==> src/hw/rtl/sdt_pkg.sv <==
// ----------------------------------------------------------------------------
// sdt_pkg: shared types and constants of the seam energy table and trace
// Field widths, register indexes, reset values and the command and status
// groups passed between controller and datapath.
// ----------------------------------------------------------------------------
package sdt_pkg;

	// Default array sizes
	localparam int MAX_WIDTH_DEF  = 256;
	localparam int MAX_HEIGHT_DEF = 256;

	// Field and register widths
	localparam int CFG_W     = 9;
	localparam int CFG_IDX_W = 2;
	localparam int ENERGY_W  = 22;
	localparam int CLASS_W   = 2;
	localparam int SEAM_W    = 8;

	// Register indexes
	localparam logic [CFG_IDX_W-1:0] REG_IMAGE_WIDTH  = 2'd0;
	localparam logic [CFG_IDX_W-1:0] REG_IMAGE_HEIGHT = 2'd1;

	// Register reset values
	localparam logic [CFG_W-1:0] IMAGE_WIDTH_RST  = 9'd256;
	localparam logic [CFG_W-1:0] IMAGE_HEIGHT_RST = 9'd256;

	// Controller to datapath commands
	typedef struct packed {
		logic start;       // item transfer, latch operands
		logic rd_left;     // address the left neighbour
		logic rd_right;    // address the right neighbour
		logic take_centre; // centre entry is on the read data
		logic take_left;   // left entry is on the read data
		logic take_right;  // right entry is on the read data
		logic finish;      // commit the item
	} sdt_cmd_t;

	// Datapath to controller status
	typedef struct packed {
		logic is_request;  // current item is a trace request
		logic result_full; // result register cannot take a new result
	} sdt_sts_t;

endpackage

==> src/hw/rtl/sdt_ctrl.sv <==
// ----------------------------------------------------------------------------
// sdt_ctrl: sequencer of the seam energy table and trace
// Steps each item through three neighbour reads of the table memory, the
// compares and the final commit; holds the commit of a request while a result waits.
// ----------------------------------------------------------------------------
module sdt_ctrl import sdt_pkg::*; (
	input  logic     clk,
	input  logic     arst_n,
	input  logic     item_valid,
	output logic     item_ready,
	input  sdt_sts_t sts,
	output sdt_cmd_t cmd
);

	typedef enum logic [5:0] {
		ST_IDLE  = 6'b000001,
		ST_RD_C  = 6'b000010,
		ST_RD_L  = 6'b000100,
		ST_RD_R  = 6'b001000,
		ST_CMP_R = 6'b010000,
		ST_FIN   = 6'b100000
	} state_t;

	state_t state_q;
	state_t state_d;

	// Next state and commands
	always_comb begin
		state_d    = state_q;
		cmd        = '0;
		item_ready = 1'b0;
		case (state_q)
			ST_IDLE: begin
				item_ready = 1'b1;
				if (item_valid) begin
					cmd.start = 1'b1;
					state_d   = ST_RD_C;
				end
			end
			ST_RD_C: begin
				state_d = ST_RD_L;
			end
			ST_RD_L: begin
				cmd.rd_left     = 1'b1;
				cmd.take_centre = 1'b1;
				state_d         = ST_RD_R;
			end
			ST_RD_R: begin
				cmd.rd_right  = 1'b1;
				cmd.take_left = 1'b1;
				state_d       = ST_CMP_R;
			end
			ST_CMP_R: begin
				cmd.take_right = 1'b1;
				state_d        = ST_FIN;
			end
			ST_FIN: begin
				// hold a request while the previous result still waits
				if (!(sts.is_request && sts.result_full)) begin
					cmd.finish = 1'b1;
					state_d    = ST_IDLE;
				end
			end
			default: begin
				state_d = ST_IDLE;
			end
		endcase
	end

	// State register
	always_ff @(posedge clk or negedge arst_n) begin
		if (!arst_n) begin
			state_q <= ST_IDLE;
		end else begin
			state_q <= state_d;
		end
	end

endmodule

==> config.mk <==
export PLATFORM = sky130hd
export DESIGN_NAME = sdt_ctrl
export DESIGN_NICKNAME = d
export VERILOG_FILES = /design/src/hw/rtl/sdt_pkg.sv /design/src/hw/rtl/sdt_ctrl.sv
export SDC_FILE = /design/constraint.sdc
export NUM_CORES = 1
export LEC_CHECK = 0
export ABC_AREA = 1
export BUFFER_PORTS_ARGS = -buffer_cell sky130_fd_sc_hd__buf_2
export CAP_MARGIN = 15
export CORE_AREA = 5 5 46 48
export CTS_BUF_LIST = sky130_fd_sc_hd__clkbuf_8
export CTS_CLUSTER_DIAMETER = 80
export DETAILED_ROUTE_END_ITERATION = 7
export DIE_AREA = 0 0 51 53
export GPL_ROUTABILITY_DRIVEN = 0
export PLACE_DENSITY = 0.51
export SLEW_MARGIN = 20
export SYNTH_ARGS = -nofsm -noshare
export SYNTH_HDL_FRONTEND = slang
export SYNTH_SLANG_ARGS = --single-unit
==> constraint.sdc <==
create_clock -name clk -period 1.5 [get_ports clk]
set_input_delay 0.45 -clock clk [delete_from_list [all_inputs] [get_ports clk]]
set_output_delay 0.45 -clock clk [all_outputs]
set_load 0.005 [all_outputs]
# Word level (Yosys, flattened, before mapping)
# Index checks and enable logic that the tools add are counted.
# classes
eq_ne,8
n_reduce_logical,2
muxes,11
# op_table
operator,count
one-hot mux 6 bit (6 select lines),1
2-to-1 mux 6 bit,2
2-to-1 mux 1 bit,8
"== test 6 x 1 -> 1 bit, second input constant",1
"== test 6 x 2 -> 1 bit, second input constant",1
"== test 6 x 3 -> 1 bit, second input constant",1
"== test 6 x 4 -> 1 bit, second input constant",1
"== test 6 x 5 -> 1 bit, second input constant",1
"== test 6 bit, second input constant",1
"!= test 2 bit, second input constant",2
AND reduction 2 bit,1
logical AND 1 bit,1
# totals
elab_cells,22
output_inout_bits,8
reg_bits,6
inputBits,5

# Depth between registers and ports, before layout
# depth
depth_word,3
mapped_depth,8
mapped_depth_nobuf,8

# Worst setup path after synthesis
# OpenSTA, ideal clock, no wires.
# synth_timing
kind,flip-flop to output port
startpoint,register state_q[0]
endpoint,output port cmd[6] in the netlist's numbering
path_stages_with_launch,5
arrival_ns,0.879
setup_slack_ns,0.171
path_buffers,0
cell_sequence,dfstp_2 inv_1 nor2_2 nand3_2 nor2_1
# synth_lines
item,line_no,text
from (decl),sdt_ctrl.sv:24,state_t state_q;
from (signal assigned),sdt_ctrl.sv:75,state_q <= state_d;
to (decl),sdt_ctrl.sv:12,output sdt_cmd_t cmd

==> results.yml <==
final_layout:
  areaGrowthSynthToFinish_pct: 54.7
  largest_reg_flops: 6
  layout.nets: 86
  num_antenna_cells: 0
  layout_common_cells: "12 x inv_1, 12 x buf_2, 9 x nor2_1, 7 x nand2_1, 6 x buf_4"
  largestRegisters: "state_q (6)"
  fillers: 177
  seq_area_sq_um: 151
  finish.utilization: 0.369
  multi_input_area_sq_um: 176
  drive_gt1_frac: 0.525
  fin_area_sq_um: 616
  regMostFlops: "state_q"
cts:
  cts_root_buf: "clkbuf_8"
  clk_latency_ns: 0.22
  h-tree-depth: 1
  clock_sinks: 6
  clk_path_buf_depth: 2
  cts_made_buffers: 3
  cts.clk_slew.worst_paths_ns: 0.04
  cts_tree: "yes"
critical_path:
  cp.required_ns: 1.05
  cpPeakStageDelay_ns: 0.53
  cp-start-kind: "flop"
  worstPathArrival_ns: 1.19
  crit_fanout: 2
  crit_path_top_delay_cell: "dfstp_2"
  worstSetupPathType: "flop to output port"
  cp-end-kind: "output port"
  crit_chain: "buf_4, nor2_1, nand3_1, inv_1, buf_2"
placement:
  place.port_buffers: 12
  dp_slack_ns: 0.0536
  postPlaceCellArea_sq_um: 472
  dp_hpwl_microns: 619
outcome:
  violations: "setup timing"
  status: "finished with violations"
floorplan:
  core_sq_um: 1670
  io_pins: 13
  die_y_microns: 53
  placementRows: 15
  die_area_sq_um: 2700
  die_w_microns: 51
  start_util: 0.238
flow_run:
  drv_cap: 0
timing:
  worstMarginPinSlew_ns: 0.186
  maxSlewViolCount: 0
  max_freq_mhz: 611
  fin_ws_ns: -0.137
  fin_crit_sh: 1.09
  setup_viol: 8
  hold_violations: 0
  period_minus_slack_ns: 1.64
  slew_headroom: 0.876
  skew_ns: 0.00685
  rsz0062_at_grt: "yes"
pwr:
  power.total_mw: 1.17
  seqPwrFrac: 0.220
  pwr-share-comb: 0.570
  pwr-share-clk: 0.210
  swShare: 0.351
  p_int_mw: 0.760
  switching_power_mw: 0.412
  p_leak_nw: 0.412
  vdd_ir_drop_max_v: 0.000867
  power_per_cell_area_nw_per_um2: 1900
routing:
  vias_per_cell: 4.05
  dr.pass1.iters: 4
  vias: 393
  ant_nets: 0
  wirelength_microns: 887
  drc_errors: 0
  drt_iter0_drc: 11
  wl_per_cell_microns: 9.14
global_routing:
  grt-ovfl-total: 0
  grt_max_degree: 7
  antenna_found_initial: 0
  grt_pass1_vias: 350
  grt_usage: 0.0801
  grt_first_pass_wirelength_microns: 1490
logic_synthesis:
  synth.yosys.seq_area_share: 0.381
  synth_nets: 60
  synth.avg_cell_area_sq_um: 7.23
  yosysUniqueCellTypes: 14
  ys_ff_latch: 6
  ys.warnings.count: 0
  syn_area_sq_um: 398
  syn_inst: 55
min_path:
  hp-class: "input port to asynchronous set/reset pin"
[what timing repair did]
action / CTS / global route
hold buffers: 0 / 0
endpoints found under the setup margin: 8 / 9
setup buffers: 9 / 2
pin swaps: 5 / 3
resized for setup: 2 / 6
[area by class of cell]
cell class                 count  area share
tap                           17      0.0346
clock inverter                 1     0.00610
multi-input combinational     31       0.287
timing repair buffer          23       0.262
sequential                     6       0.246
inverter                      16      0.0976
clock buffer                   3      0.0671
[final timing paths]
check	from	endpoint	slack, ns	cells past startpoint
setup / recovery	state_q[0]	cmd[3]	-0.14	5
min in group clk	item_valid	state_q[1]	0.48	3
max in group asynchronous	arst_n	state_q[0]	1.23	1
hold / removal	arst_n	state_q[1]	0.04	1
hold reg to reg	state_q[3]	state_q[0]	0.63	3
setup reg to reg	state_q[0]	state_q[0]	0.03	12
[critical path, delay by kind of cell (launching register included)]
kind / cells / cell delay [ns]
flops: 1 / 0.53
simple gates: 2 / 0.15
buf+inv: 3 / 0.29
[synthesized netlist by cell type, drive strengths merged]
cell,n,area share
nand2,10,0.13
nand3,6,0.10
buf,2,0.038
inv,16,0.15
nor2,14,0.19
dfstp,1,0.066
dfrtp,5,0.31
nand4,1,0.016
[cells by family after synthesis]
kind of cell / after synthesis / share of synthesized area
flip-flops: 6 / 0.381
AND/OR/NAND/NOR: 31 / 0.431
buffers and inverters: 18 / 0.189
[power groups by stage]
stage          logic (mW)  clock network, mW  registers [mW]
6_report            0.668              0.246           0.258
3_5_place_dp        0.373                  0           0.252
3_3_place_gp        0.375                  0           0.252
5_1_grt             0.763              0.256           0.261
4_1_cts             0.581              0.248           0.254
2_1_floorplan       0.290                  0           0.247
[layer usage]
| metal | global-route usage | share of wire | up-vias |
|---|---|---|---|
| li1 | - | - | 206 |
| met1 | 0.0887 | 0.44 | 172 |
| met2 | 0.131 | 0.47 | 13 |
| met3 | 0.0169 | 0.067 | 2 |
| met4 | 0.0673 | 0.028 | 0 |
| met5 | 0 | 0 | - |
[per-stage QoR]
step / std cells / hold slack (ns) / setup TNS (ns)
finish: 97 / 0.0434 / -0.885
global placement: 83 / 0.282 / 0
global route: 97 / 0.0577 / -1.53
CTS: 96 / 0.0499 / -1.00
detailed placement: 83 / 0.283 / 0
floorplan: 55 / 0.154 / 0
(Power assumes the default switching activity.)
